<file path="config.mk">
export PLATFORM = sky130hd
export DESIGN_NAME = ring_region_allocator_core
export DESIGN_NICKNAME = d
export VERILOG_FILES = /design/src/design/rra_pkg.sv /design/src/design/rra_ctrl.sv /design/src/design/rra_datapath.sv /design/src/design/ring_region_allocator_core.sv
export SDC_FILE = /design/constraint.sdc
export NUM_CORES = 2
export LEC_CHECK = 0
export BUFFER_PORTS_ARGS = -buffer_cell sky130_fd_sc_hd__buf_2
export CORE_MARGIN = 2
export CORE_UTILIZATION = 30
export DETAILED_ROUTE_END_ITERATION = 16
export SLEW_MARGIN = 20
export SYNTH_ARGS = -nofsm -noshare
export SYNTH_HDL_FRONTEND = slang
export SYNTH_SLANG_ARGS = --single-unit
</file>
<file path="constraint.sdc">
create_clock -name aclk -period 12.1 [get_ports aclk]
set_clock_uncertainty 0.1 [all_clocks]
set_input_delay 0.605 -clock aclk [delete_from_list [all_inputs] [get_ports aclk]]
set_output_delay 0.605 -clock aclk [all_outputs]
set_load 0.005 [all_outputs]
</file>
<file path="src/design/rra_pkg.sv">
package rra_pkg;

    localparam int CALC_W     = 34;
    localparam int SIZE_W     = 32;
    localparam int CFG_IDX_W  = 3;
    localparam int CFG_DATA_W = 32;
    localparam int ACT_W      = 2;
    localparam int KIND_W     = 3;
    localparam int SHIFT_W    = 5;
    localparam int COUNT_W    = 5;

    localparam logic [CFG_IDX_W-1:0] REG_MIN_ADDRESS     = 3'd0;
    localparam logic [CFG_IDX_W-1:0] REG_MAX_ADDRESS     = 3'd1;
    localparam logic [CFG_IDX_W-1:0] REG_ALIGN_BITS      = 3'd2;
    localparam logic [CFG_IDX_W-1:0] REG_BOUNDARY_ENABLE = 3'd3;
    localparam logic [CFG_IDX_W-1:0] REG_BOUNDARY_BITS   = 3'd4;
    localparam logic [CFG_IDX_W-1:0] REG_ACTIVE_BLOCKS   = 3'd5;

    typedef enum logic [ACT_W-1:0] {
        ACT_ALLOC   = 2'd0,
        ACT_DEALLOC = 2'd1,
        ACT_FLUSH   = 2'd2,
        ACT_QUERY   = 2'd3
    } action_t;

    typedef enum logic [KIND_W-1:0] {
        KIND_ALLOCATED = 3'd0,
        KIND_REFUSED   = 3'd1,
        KIND_RELEASED  = 3'd2,
        KIND_ADDRESS   = 3'd3,
        KIND_DONE      = 3'd4
    } kind_t;

    typedef enum logic [1:0] {
        RD_NEWEST = 2'd0,
        RD_WALK   = 2'd1,
        RD_FRESH  = 2'd2,
        RD_INDEX  = 2'd3
    } rd_sel_t;

    typedef struct packed {
        logic    latch_in;
        logic    prep;
        logic    rd_en;
        rd_sel_t rd_sel;
        logic    calc_search;
        logic    calc_adj;
        logic    walk_evict;
        logic    tag_clear;
        logic    retry_window;
        logic    fail_commit;
        logic    commit;
        logic    flush_step;
        logic    flush_end;
        logic    emit;
        kind_t   emit_kind;
        logic    emit_last;
        logic    emit_row;
    } dp_cmd_t;

    typedef struct packed {
        logic ring_used;
        logic too_large;
        logic walking;
        logic walk_hit;
        logic tag_nz;
        logic fits;
        logic from_newest;
        logic walk_at_newest;
        logic bad_index;
        logic out_free;
    } dp_status_t;

endpackage

</file>
<file path="src/design/rra_ctrl.sv">
module rra_ctrl
    import rra_pkg::*;
(
    input  logic       aclk,
    input  logic       aresetn,
    input  logic       in_valid,
    input  action_t    in_action,
    output logic       in_ready,
    input  dp_status_t status,
    output dp_cmd_t    cmd
);

    typedef enum logic [16:0] {
        ST_IDLE   = 17'h00001,
        ST_PREP   = 17'h00002,
        ST_SEARCH = 17'h00004,
        ST_ADJ    = 17'h00008,
        ST_WRD    = 17'h00010,
        ST_WALK   = 17'h00020,
        ST_CHECK  = 17'h00040,
        ST_FAIL   = 17'h00080,
        ST_PRD    = 17'h00100,
        ST_PLACE  = 17'h00200,
        ST_COMMIT = 17'h00400,
        ST_FRD    = 17'h00800,
        ST_FLUSH  = 17'h01000,
        ST_DONEF  = 17'h02000,
        ST_IRD    = 17'h04000,
        ST_IDX    = 17'h08000,
        ST_IDONE  = 17'h10000
    } state_t;

    state_t  state_reg, state_next;
    action_t act_reg, act_next;

    assign in_ready = (state_reg == ST_IDLE);

    always_ff @(posedge aclk) begin
        if (!aresetn) begin
            state_reg <= ST_IDLE;
            act_reg   <= ACT_ALLOC;
        end else begin
            state_reg <= state_next;
            act_reg   <= act_next;
        end
    end

    always_comb begin
        cmd        = '0;
        state_next = state_reg;
        act_next   = act_reg;
        unique case (state_reg)
            ST_IDLE: begin
                if (in_valid) begin
                    cmd.latch_in = 1'b1;
                    act_next     = in_action;
                    unique case (in_action)
                        ACT_ALLOC:   state_next = ST_PREP;
                        ACT_FLUSH:   state_next = status.ring_used ? ST_FRD : ST_DONEF;
                        default:     state_next = ST_IRD;
                    endcase
                end
            end
            ST_PREP: begin
                cmd.prep   = 1'b1;
                cmd.rd_en  = 1'b1;
                cmd.rd_sel = RD_NEWEST;
                state_next = ST_SEARCH;
            end
            ST_SEARCH: begin
                if (status.too_large) begin
                    if (status.out_free) begin
                        cmd.emit      = 1'b1;
                        cmd.emit_kind = KIND_REFUSED;
                        cmd.emit_last = 1'b1;
                        state_next    = ST_IDLE;
                    end
                end else begin
                    cmd.calc_search = 1'b1;
                    state_next      = ST_ADJ;
                end
            end
            ST_ADJ: begin
                cmd.calc_adj = 1'b1;
                state_next   = ST_WRD;
            end
            ST_WRD: begin
                if (status.walking) begin
                    cmd.rd_en  = 1'b1;
                    cmd.rd_sel = RD_WALK;
                    state_next = ST_WALK;
                end else begin
                    state_next = ST_CHECK;
                end
            end
            ST_WALK: begin
                if (!status.walk_hit) begin
                    state_next = ST_CHECK;
                end else if (!status.tag_nz || status.out_free) begin
                    cmd.emit       = status.tag_nz;
                    cmd.emit_kind  = KIND_RELEASED;
                    cmd.emit_row   = 1'b1;
                    cmd.tag_clear  = 1'b1;
                    cmd.walk_evict = 1'b1;
                    state_next     = ST_WRD;
                end
            end
            ST_CHECK: begin
                if (status.fits) begin
                    state_next = ST_PRD;
                end else if (status.from_newest) begin
                    cmd.retry_window = 1'b1;
                    state_next       = ST_SEARCH;
                end else begin
                    state_next = ST_FAIL;
                end
            end
            ST_FAIL: begin
                if (status.out_free) begin
                    cmd.fail_commit = 1'b1;
                    cmd.emit        = 1'b1;
                    cmd.emit_kind   = KIND_REFUSED;
                    cmd.emit_last   = 1'b1;
                    state_next      = ST_IDLE;
                end
            end
            ST_PRD: begin
                cmd.rd_en  = 1'b1;
                cmd.rd_sel = RD_FRESH;
                state_next = ST_PLACE;
            end
            ST_PLACE: begin
                if (!status.tag_nz) begin
                    state_next = ST_COMMIT;
                end else if (status.out_free) begin
                    cmd.emit      = 1'b1;
                    cmd.emit_kind = KIND_RELEASED;
                    cmd.emit_row  = 1'b1;
                    cmd.tag_clear = 1'b1;
                    state_next    = ST_COMMIT;
                end
            end
            ST_COMMIT: begin
                if (status.out_free) begin
                    cmd.commit    = 1'b1;
                    cmd.emit      = 1'b1;
                    cmd.emit_kind = KIND_ALLOCATED;
                    cmd.emit_last = 1'b1;
                    state_next    = ST_IDLE;
                end
            end
            ST_FRD: begin
                cmd.rd_en  = 1'b1;
                cmd.rd_sel = RD_WALK;
                state_next = ST_FLUSH;
            end
            ST_FLUSH: begin
                if (!status.tag_nz || status.out_free) begin
                    cmd.emit      = status.tag_nz;
                    cmd.emit_kind = KIND_RELEASED;
                    cmd.emit_row  = 1'b1;
                    cmd.tag_clear = 1'b1;
                    if (status.walk_at_newest) begin
                        state_next = ST_DONEF;
                    end else begin
                        cmd.flush_step = 1'b1;
                        state_next     = ST_FRD;
                    end
                end
            end
            ST_DONEF: begin
                if (status.out_free) begin
                    cmd.flush_end = 1'b1;
                    cmd.emit      = 1'b1;
                    cmd.emit_kind = KIND_DONE;
                    cmd.emit_last = 1'b1;
                    state_next    = ST_IDLE;
                end
            end
            ST_IRD: begin
                cmd.rd_en  = 1'b1;
                cmd.rd_sel = RD_INDEX;
                state_next = ST_IDX;
            end
            ST_IDX: begin
                if (status.bad_index) begin
                    if (status.out_free) begin
                        cmd.emit      = 1'b1;
                        cmd.emit_kind = KIND_REFUSED;
                        cmd.emit_last = 1'b1;
                        state_next    = ST_IDLE;
                    end
                end else if (act_reg == ACT_QUERY) begin
                    if (status.out_free) begin
                        cmd.emit      = 1'b1;
                        cmd.emit_kind = KIND_ADDRESS;
                        cmd.emit_row  = 1'b1;
                        cmd.emit_last = 1'b1;
                        state_next    = ST_IDLE;
                    end
                end else if (!status.tag_nz) begin
                    state_next = ST_IDONE;
                end else if (status.out_free) begin
                    cmd.emit      = 1'b1;
                    cmd.emit_kind = KIND_RELEASED;
                    cmd.emit_row  = 1'b1;
                    cmd.tag_clear = 1'b1;
                    state_next    = ST_IDONE;
                end
            end
            ST_IDONE: begin
                if (status.out_free) begin
                    cmd.emit      = 1'b1;
                    cmd.emit_kind = KIND_DONE;
                    cmd.emit_row  = 1'b1;
                    cmd.emit_last = 1'b1;
                    state_next    = ST_IDLE;
                end
            end
            default: state_next = ST_IDLE;
        endcase
    end

endmodule

</file>
<file path="src/design/rra_datapath.sv">
module rra_datapath
    import rra_pkg::*;
#(
    parameter int NUM_SLOTS = 16,
    parameter int ADDR_BITS = 32,
    parameter int TAG_BITS  = 16,
    parameter int IDX_W     = $clog2(NUM_SLOTS)
) (
    input  logic                  aclk,
    input  logic                  aresetn,
    input  logic                  cfg_write,
    input  logic [CFG_IDX_W-1:0]  cfg_index,
    input  logic [CFG_DATA_W-1:0] cfg_data,
    input  logic [SIZE_W-1:0]     in_size,
    input  logic [IDX_W-1:0]      in_slot_sel,
    input  logic [TAG_BITS-1:0]   in_user_tag,
    input  dp_cmd_t               cmd,
    output dp_status_t            status,
    output logic                  out_valid,
    input  logic                  out_ready,
    output kind_t                 out_kind,
    output logic [IDX_W-1:0]      out_slot_sel,
    output logic [ADDR_BITS-1:0]  out_address,
    output logic [TAG_BITS-1:0]   out_user_tag,
    output logic                  out_last
);

    localparam int CNT_W = $clog2(NUM_SLOTS + 1);

    logic [ADDR_BITS-1:0] min_addr_reg, max_addr_reg;
    logic [SHIFT_W-1:0]   align_reg, bnd_bits_reg;
    logic                 bnd_en_reg;
    logic [COUNT_W-1:0]   active_reg;

    logic [SIZE_W-1:0]   size_reg;
    logic [IDX_W-1:0]    idx_reg;
    logic [TAG_BITS-1:0] tag_reg;

    logic [CALC_W-1:0] lo_reg, sz_reg, search_reg, adj_reg;
    logic [IDX_W-1:0]  walk_reg, fresh_reg, oldest_reg, newest_reg;
    logic              walking_reg, from_newest_reg, ring_used_reg;

    logic [ADDR_BITS-1:0] mem_addr [NUM_SLOTS];
    logic [ADDR_BITS-1:0] mem_size [NUM_SLOTS];
    logic [TAG_BITS-1:0]  mem_tag  [NUM_SLOTS];
    logic [NUM_SLOTS-1:0] tag_valid_reg, live_reg;

    logic [IDX_W-1:0]     rd_row_reg;
    logic [ADDR_BITS-1:0] rd_addr_reg, rd_size_reg;
    logic [TAG_BITS-1:0]  rd_tag_reg;
    logic                 rd_live_reg;

    logic                 m_valid_reg;
    kind_t                m_kind_reg;
    logic [IDX_W-1:0]     m_idx_reg;
    logic [ADDR_BITS-1:0] m_addr_reg;
    logic [TAG_BITS-1:0]  m_tag_reg;
    logic                 m_last_reg;

    logic [CNT_W-1:0]  cnt;
    logic [CALC_W-1:0] amask, lo_ext, sz_ext, lo_round, sz_round, hi;
    logic [CALC_W-1:0] bnd, bmask, base, search_next, adj_next, row_addr, end_addr;
    logic [IDX_W:0]    fresh_inc, walk_inc;
    logic [IDX_W-1:0]  fresh_next, walk_next, rd_sel_idx;
    logic              out_free;

    always_comb begin
        if (active_reg == '0) begin
            cnt = CNT_W'(1);
        end else if (int'(active_reg) > NUM_SLOTS) begin
            cnt = CNT_W'(NUM_SLOTS);
        end else begin
            cnt = CNT_W'(active_reg);
        end
    end

    assign amask    = (CALC_W'(1) << align_reg) - CALC_W'(1);
    assign lo_ext   = CALC_W'(min_addr_reg);
    assign sz_ext   = CALC_W'(size_reg);
    assign lo_round = ((lo_ext & amask) != '0) ? ((lo_ext | amask) + CALC_W'(1)) : lo_ext;
    assign sz_round = ((sz_ext & amask) != '0) ? ((sz_ext | amask) + CALC_W'(1)) : sz_ext;
    assign hi       = CALC_W'(max_addr_reg);

    assign fresh_inc  = {1'b0, newest_reg} + (IDX_W+1)'(1);
    assign fresh_next = (!ring_used_reg || fresh_inc >= (IDX_W+1)'(cnt)) ?
                        '0 : fresh_inc[IDX_W-1:0];
    assign walk_inc   = {1'b0, walk_reg} + (IDX_W+1)'(1);
    assign walk_next  = (walk_inc >= (IDX_W+1)'(cnt)) ? '0 : walk_inc[IDX_W-1:0];

    assign search_next = from_newest_reg ?
                         (CALC_W'(rd_addr_reg) + CALC_W'(rd_size_reg)) : lo_reg;
    assign bnd         = CALC_W'(1) << bnd_bits_reg;
    assign bmask       = ~(bnd - CALC_W'(1));
    assign base        = search_reg & bmask;
    assign adj_next    = (bnd_en_reg && base != ((search_reg + sz_reg) & bmask)) ?
                         (base + bnd) : search_reg;
    assign row_addr    = CALC_W'(rd_addr_reg);
    assign end_addr    = adj_reg + sz_reg;

    always_comb begin
        unique case (cmd.rd_sel)
            RD_NEWEST: rd_sel_idx = newest_reg;
            RD_WALK:   rd_sel_idx = walk_reg;
            RD_FRESH:  rd_sel_idx = fresh_reg;
            RD_INDEX:  rd_sel_idx = idx_reg;
            default:   rd_sel_idx = walk_reg;
        endcase
    end

    assign out_free = !m_valid_reg || out_ready;

    assign status.ring_used      = ring_used_reg;
    assign status.too_large      = (lo_reg >= hi) || (sz_reg > hi - lo_reg);
    assign status.walking        = walking_reg;
    assign status.walk_hit       = (rd_row_reg == fresh_reg) ||
                                   (search_reg <= row_addr && end_addr > row_addr);
    assign status.tag_nz         = (rd_tag_reg != '0);
    assign status.fits           = (end_addr <= hi);
    assign status.from_newest    = from_newest_reg;
    assign status.walk_at_newest = (walk_reg == newest_reg);
    assign status.bad_index      = ((IDX_W+1)'(idx_reg) >= (IDX_W+1)'(cnt)) || !rd_live_reg;
    assign status.out_free       = out_free;

    always_ff @(posedge aclk) begin
        if (cmd.latch_in) begin
            size_reg <= in_size;
            idx_reg  <= in_slot_sel;
            tag_reg  <= in_user_tag;
        end
        if (cmd.prep) begin
            lo_reg    <= lo_round;
            sz_reg    <= sz_round;
            fresh_reg <= fresh_next;
        end
        if (cmd.calc_search) begin
            search_reg <= search_next;
        end
        if (cmd.calc_adj) begin
            adj_reg <= adj_next;
        end
    end

    always_ff @(posedge aclk) begin
        if (cmd.commit) begin
            mem_addr[fresh_reg] <= adj_reg[ADDR_BITS-1:0];
            mem_size[fresh_reg] <= sz_reg[ADDR_BITS-1:0];
            mem_tag[fresh_reg]  <= tag_reg;
        end
        if (cmd.rd_en) begin
            rd_row_reg  <= rd_sel_idx;
            rd_addr_reg <= mem_addr[rd_sel_idx];
            rd_size_reg <= mem_size[rd_sel_idx];
            rd_tag_reg  <= tag_valid_reg[rd_sel_idx] ? mem_tag[rd_sel_idx] : '0;
            rd_live_reg <= live_reg[rd_sel_idx];
        end
    end

    always_ff @(posedge aclk) begin
        if (!aresetn) begin
            min_addr_reg    <= '0;
            max_addr_reg    <= ADDR_BITS'(32'd65536);
            align_reg       <= '0;
            bnd_en_reg      <= 1'b0;
            bnd_bits_reg    <= '0;
            active_reg      <= COUNT_W'(16);
            ring_used_reg   <= 1'b0;
            oldest_reg      <= '0;
            newest_reg      <= '0;
            walk_reg        <= '0;
            walking_reg     <= 1'b0;
            from_newest_reg <= 1'b0;
            tag_valid_reg   <= '0;
            live_reg        <= '0;
        end else begin
            if (cfg_write) begin
                unique case (cfg_index)
                    REG_MIN_ADDRESS:     min_addr_reg <= cfg_data[ADDR_BITS-1:0];
                    REG_MAX_ADDRESS:     max_addr_reg <= cfg_data[ADDR_BITS-1:0];
                    REG_ALIGN_BITS:      align_reg    <= cfg_data[SHIFT_W-1:0];
                    REG_BOUNDARY_ENABLE: bnd_en_reg   <= cfg_data[0];
                    REG_BOUNDARY_BITS:   bnd_bits_reg <= cfg_data[SHIFT_W-1:0];
                    REG_ACTIVE_BLOCKS: begin
                        active_reg    <= cfg_data[COUNT_W-1:0];
                        ring_used_reg <= 1'b0;
                        oldest_reg    <= '0;
                        newest_reg    <= '0;
                    end
                    default: ;
                endcase
            end
            if (cmd.latch_in) begin
                walk_reg <= oldest_reg;
            end
            if (cmd.prep) begin
                walk_reg        <= oldest_reg;
                walking_reg     <= ring_used_reg;
                from_newest_reg <= ring_used_reg;
            end
            if (cmd.tag_clear) begin
                tag_valid_reg[rd_row_reg] <= 1'b0;
            end
            if (cmd.walk_evict) begin
                live_reg[rd_row_reg] <= 1'b0;
                if (walk_reg == newest_reg) begin
                    walking_reg <= 1'b0;
                end else begin
                    walk_reg <= walk_next;
                end
            end
            if (cmd.retry_window) begin
                from_newest_reg <= 1'b0;
            end
            if (cmd.fail_commit) begin
                if (walking_reg) begin
                    oldest_reg <= walk_reg;
                end else begin
                    ring_used_reg <= 1'b0;
                end
            end
            if (cmd.commit) begin
                tag_valid_reg[fresh_reg] <= 1'b1;
                live_reg[fresh_reg]      <= 1'b1;
                newest_reg               <= fresh_reg;
                oldest_reg               <= walking_reg ? walk_reg : fresh_reg;
                ring_used_reg            <= 1'b1;
            end
            if (cmd.flush_step) begin
                walk_reg <= walk_next;
            end
            if (cmd.flush_end) begin
                ring_used_reg <= 1'b0;
            end
        end
    end

    always_ff @(posedge aclk) begin
        if (!aresetn) begin
            m_valid_reg <= 1'b0;
        end else if (cmd.emit) begin
            m_valid_reg <= 1'b1;
        end else if (out_ready) begin
            m_valid_reg <= 1'b0;
        end
    end

    always_ff @(posedge aclk) begin
        if (cmd.emit) begin
            m_kind_reg <= cmd.emit_kind;
            m_last_reg <= cmd.emit_last;
            if (cmd.emit_row) begin
                m_idx_reg <= rd_row_reg;
            end else if (cmd.emit_kind == KIND_ALLOCATED) begin
                m_idx_reg <= fresh_reg;
            end else begin
                m_idx_reg <= '0;
            end
            case (cmd.emit_kind)
                KIND_ALLOCATED: m_addr_reg <= adj_reg[ADDR_BITS-1:0];
                KIND_ADDRESS:   m_addr_reg <= rd_addr_reg;
                default:        m_addr_reg <= '0;
            endcase
            m_tag_reg <= (cmd.emit_kind == KIND_RELEASED) ? rd_tag_reg : '0;
        end
    end

    assign out_valid    = m_valid_reg;
    assign out_kind     = m_kind_reg;
    assign out_slot_sel = m_idx_reg;
    assign out_address  = m_addr_reg;
    assign out_user_tag = m_tag_reg;
    assign out_last     = m_last_reg;

endmodule

</file>
<file path="src/design/ring_region_allocator_core.sv">
// Channel   Direction  Handshake             Contents
// s_        in         s_tvalid / s_tready   tuser action, tdata request fields
// m_        out        m_tvalid / m_tready   tuser kind, tlast, tdata result fields
// cfg_      in         cfg_valid / cfg_ready register index and write data
//
// Items are taken one at a time. Allocate retries once from the window start, and its
// eviction walk steps through the single read port of the slot store, as does the flush.
// Reset is synchronous with no clearing pass; tag and live bits clear at once.
// A stalled m_ side holds the walk whenever a further result is due.
module ring_region_allocator_core
    import rra_pkg::*;
#(
    parameter int NUM_SLOTS = 16,
    parameter int ADDR_BITS = 32,
    parameter int TAG_BITS  = 16,
    parameter int IDX_W     = $clog2(NUM_SLOTS),
    parameter int S_DATA_W  = ((SIZE_W + IDX_W + TAG_BITS + 7) / 8) * 8,
    parameter int M_DATA_W  = ((IDX_W + ADDR_BITS + TAG_BITS + 7) / 8) * 8
) (
    input  logic                  aclk,
    input  logic                  aresetn,
    input  logic                  s_tvalid,
    output logic                  s_tready,
    input  logic [S_DATA_W-1:0]   s_tdata,   // size, slot, user_tag
    input  logic [ACT_W-1:0]      s_tuser,   // action
    output logic                  m_tvalid,
    input  logic                  m_tready,
    output logic [M_DATA_W-1:0]   m_tdata,   // result slot, address, user_tag_res
    output logic [KIND_W-1:0]     m_tuser,   // kind
    output logic                  m_tlast,
    input  logic                  cfg_valid,
    output logic                  cfg_ready,
    input  logic [CFG_IDX_W-1:0]  cfg_index,
    input  logic [CFG_DATA_W-1:0] cfg_data
);

    localparam int M_USED_W = IDX_W + ADDR_BITS + TAG_BITS;

    dp_cmd_t              cmd;
    dp_status_t           status;
    kind_t                out_kind;
    logic [IDX_W-1:0]     out_idx;
    logic [ADDR_BITS-1:0] out_addr;
    logic [TAG_BITS-1:0]  out_tag;

    assign cfg_ready = 1'b1;

    rra_ctrl u_ctrl (
        .aclk      (aclk),
        .aresetn   (aresetn),
        .in_valid  (s_tvalid),
        .in_action (action_t'(s_tuser)),
        .in_ready  (s_tready),
        .status    (status),
        .cmd       (cmd)
    );

    rra_datapath #(
        .NUM_SLOTS (NUM_SLOTS),
        .ADDR_BITS (ADDR_BITS),
        .TAG_BITS  (TAG_BITS),
        .IDX_W     (IDX_W)
    ) u_datapath (
        .aclk         (aclk),
        .aresetn      (aresetn),
        .cfg_write    (cfg_valid),
        .cfg_index    (cfg_index),
        .cfg_data     (cfg_data),
        .in_size      (s_tdata[SIZE_W-1:0]),
        .in_slot_sel  (s_tdata[SIZE_W +: IDX_W]),
        .in_user_tag  (s_tdata[SIZE_W + IDX_W +: TAG_BITS]),
        .cmd          (cmd),
        .status       (status),
        .out_valid    (m_tvalid),
        .out_ready    (m_tready),
        .out_kind     (out_kind),
        .out_slot_sel (out_idx),
        .out_address  (out_addr),
        .out_user_tag (out_tag),
        .out_last     (m_tlast)
    );

    assign m_tuser = out_kind;
    assign m_tdata = M_DATA_W'({out_tag, out_addr, out_idx});

endmodule

</file>
==> results.md <==
| Result | Reported |
|---|---|
| Status | finished clean |
| Detailed placement HPWL | 188 mm |
| Clock tree from TritonCTS | yes |
| H-tree depth | 4 |
| Transition time at the pin with the least slew margin | 1.16 ns |
| Finished Core Util | 34.3% |
| Die Width | 536 microns |
| Setup WS pre-CTS | 3.50 ns |
| Final number of max-transition violations | 0 |
| Share of synthesized area occupied by flip-flops and latches | 60.5% |
| RePlAce Congestion | 0.978 |
| Async set-reset flop share out of synthesis | 0% |
| Unrepaired setup endpoints after global routing | no |
| Largest net degree at the start of global routing | 163 |
| Resized cells post-CTS | 0 |
| Fraction of post-synthesis cell area in the top cell type by area | 57.1% |
| Synthesized-area fraction occupied by xor and xnor cells | 1.87% |
| Power density over the cells | 145 nW/um^2 |
| Final Routed Wirelength | 292 mm |
| Worst Setup Slack, final | 3.25 ns |
| Area taken by flip-flops and latches | 51400 sq um |
| Relative slew slack | 21.6% |
| Post-synth EDFFs | 1613 |
| Minimum period implied by the final worst setup slack | 8.85 ns |
| Startpoint of the lowest-slack hold path | cfg_index[1] |
| Total routing usage reported by global routing | 19.6% |
| Fmax | 0.113 GHz |
| Filler instances | 27796 |
| Largest family of logic cells by synthesized area | simple AND/OR/NAND/NOR gates |
| Multiplexer share of the synthesized area | 1.02% |
| Critical path startpoint | u_datapath.sz_reg[0] |
| Clock sink total | 1760 |
| Biggest fanout along the worst timing path | 19 |
| Synth Area in Simple Gates | 17.6% |
| Max Root-Sink Buffers | 4 |
| Top FF cell, synth | edfxtp_1 |
| Endpoint of the worst hold path | u_datapath.bnd_en_reg |
| DR DRC count | 0 |
| CP max stage delay | 0.72 ns |
| Worst reg2reg startpoint | u_datapath.sz_reg[0] |
| Reported leakage power | 34.2 nW |
| Initial core utilization | 30.1% |
| Floorplan Core Area | 282000 sq um |
| HP Class | input port to register |
| Mean area per synthesized cell | 11.0 sq um |
| Total vias in the final route | 64022 |
| Share of layout cells above drive strength 1 | 8.39% |
| Post-synth cell types | 96 |
| Drt via density | 5.45 |
| Instance count along the most critical hold path | 4 |
| Worst path required time | 12.78 ns |
| Largest registers | u_datapath.mem_addr (512), u_datapath.mem_size (512), u_datapath.mem_tag (256) |
| Die boundary height | 536 microns |
| Root buffer cell | clkbuf_16 |
| Worst reg-to-reg setup slack | 3.25 ns |
| Port buffer count | 151 |
| Post-DR wirelength/cell | 24.8 microns |
| Number of iterations in the first detailed-routing pass | 9 |
| Net count, final | 8278 |
| Synth warnings | 0 |
| Portion of the clock cycle consumed by the worst path in the final layout | 73.1% |
| Clock buffers created by TritonCTS | 188 |
| Worst Reg-to-Reg Cells | 28 |
| Top cells by count, synth | 1745 x nand2_1, 1613 x edfxtp_1, 666 x nand3_1 |
| End of the worst register-to-register path | u_ctrl.state_reg[1] |
| Worst Setup Path Type | register to register |
| Starting DRT DRC Count | 7306 |
| Area growth from synthesis to final layout | 13.8% |
| Adder-cell area share of the yosys netlist | 4.61% |
| Area of combinational cells with multiple inputs | 31100 sq um |
| Setup tns final | 0 ns |
| Slowest library cell on the worst path | edfxtp_1 |
| Placement Rows | 195 |
| Data arrival time of the worst path | 9.53 ns |
| FF+latch count, synth | 1760 |
| Antenna-violating nets left | 0 |
| Post-synthesis cell type with the largest combined area | edfxtp_1 |
| Leading post-synthesis cells by cell area | edfxtp_1 57%, nand2_1 7.7%, ha_1 4.5% |
| Clock slew at reported path FFs | 0.06 ns |
| CP most frequent cell | o21ai_0 |
| Worst Setup End Kind | register |
| Synthesized netlist cell count | 7741 |
| Via count of the first global-routing pass | 60405 |
| Final setup violation count | 0 |
| Critical path launch point type | register |
| Summed instance area of the synthesized netlist | 84900 sq um |
| Number of failing hold endpoints at the final stage | 0 |
| GRT Residual Overflow | 0 |
| Hold_ws | 0.140 ns |
| Skew-Pair Late Insertion Delay | 0.89 ns |
| Ports | 161 |
| Post-synthesis compound-gate area fraction | 11.3% |
| Library cell with the highest instance count after synthesis | nand2_1 |
| Largest vdd supply drop | 0.125 mV |
| Initial antenna violation count | 26 |
| Die area | 287000 sq um |
| Max-capacitance violation count | 0 |
| Wire length of the first global-routing pass | 419 mm |
-- layout make-up --
type	instances	area share [%]
antenna	2	0.00518
timing repair buffer	368	2.78
clock inverter	107	1.02
inverter	202	0.842
tap	3743	4.85
multi-input combinational	5350	32.2
clock buffer	224	5.06
sequential	1760	53.2
-- report_power, final --
part | switching, W | leakage, nW | internal [W]
combinational | 0.00106 | 15.7 | 0.000465
clock | 0.00243 | 2.85 | 0.00320
sequential | 0.000148 | 15.7 | 0.00675
total | 0.00363 | 34.2 | 0.0104
-- worst max path at each step --
| stage | depth (start not counted) | to | slack [ns] |
|---|---|---|---|
| 2_1_floorplan | 24 | u_datapath.out_address[0] | 3.75 |
| 3_3_place_gp | 27 | u_datapath.out_user_tag[6] | 3.53 |
| 3_5_place_dp | 27 | u_datapath.out_user_tag[6] | 3.50 |
| 4_1_cts | 28 | u_ctrl.state_reg[1] | 3.31 |
| 5_1_grt | 28 | u_ctrl.state_reg[1] | 2.79 |
| 6_report | 28 | u_ctrl.state_reg[1] | 3.25 |
-- logic make-up (layout without fill, tap and decap cells) --
group,after synthesis,count (layout)
adders and majority gates,310,310
muxes,82,82
other,2,9
buffers and inverters,636,901
AOI/OAI and AO/OA,1438,1438
and+or+nand+nor,3332,3332
DFF,1760,1760
xor gates and xnor gates,181,181
-- metrics by stage --
stage	instances	cell area, sq um	total power, W
2_1_floorplan	7746	84900	0.00789
3_3_place_gp	11337	89800	0.00847
3_5_place_dp	11339	89800	0.00849
4_1_cts	11754	96500	0.0141
5_1_grt	11755	96500	0.0145
6_report	11756	96500	0.0140
-- repair_timing --
action | CTS | global route
hold buffers | 84 | 0
endpoints found under the hold margin | 109 | 0
setup buffers | 0 | 0
-- cells in the final DEF (no fill, tap or decap), drive strengths merged, types with 143 or more instances in the layout --
| master | instances |
|---|---|
| edfxtp | 1613 |
| ha | 306 |
| dfxtp | 147 |
| and3 | 143 |
| a311oi | 167 |
| nand3 | 666 |
| clkbuf | 224 |
| a21oi | 346 |
| nor2 | 278 |
| inv | 208 |
| nand2 | 1745 |
| o21ai | 287 |
| buf | 284 |
-- routing by layer --
metal,routed length (microns),track usage (%),vias to the layer above
met4,8670,5.55,4
met1,128000,27.8,31895
met5,23,0,-
li1,-,-,28771
met2,131000,30.8,2872
met3,24200,3.32,480
-- worst max-delay path, delay by kind of cell (launching register included) --
| kind | cells | cell delay (ns) |
|---|---|---|
| compound gates | 13 | 3.86 |
| fa+ha+maj | 3 | 0.89 |
| buf+inv | 3 | 0.85 |
| flops | 1 | 0.72 |
| simple gates | 8 | 2.15 |
| xor+xnor | 1 | 0.19 |
Power figures use the tool's default switching activity.
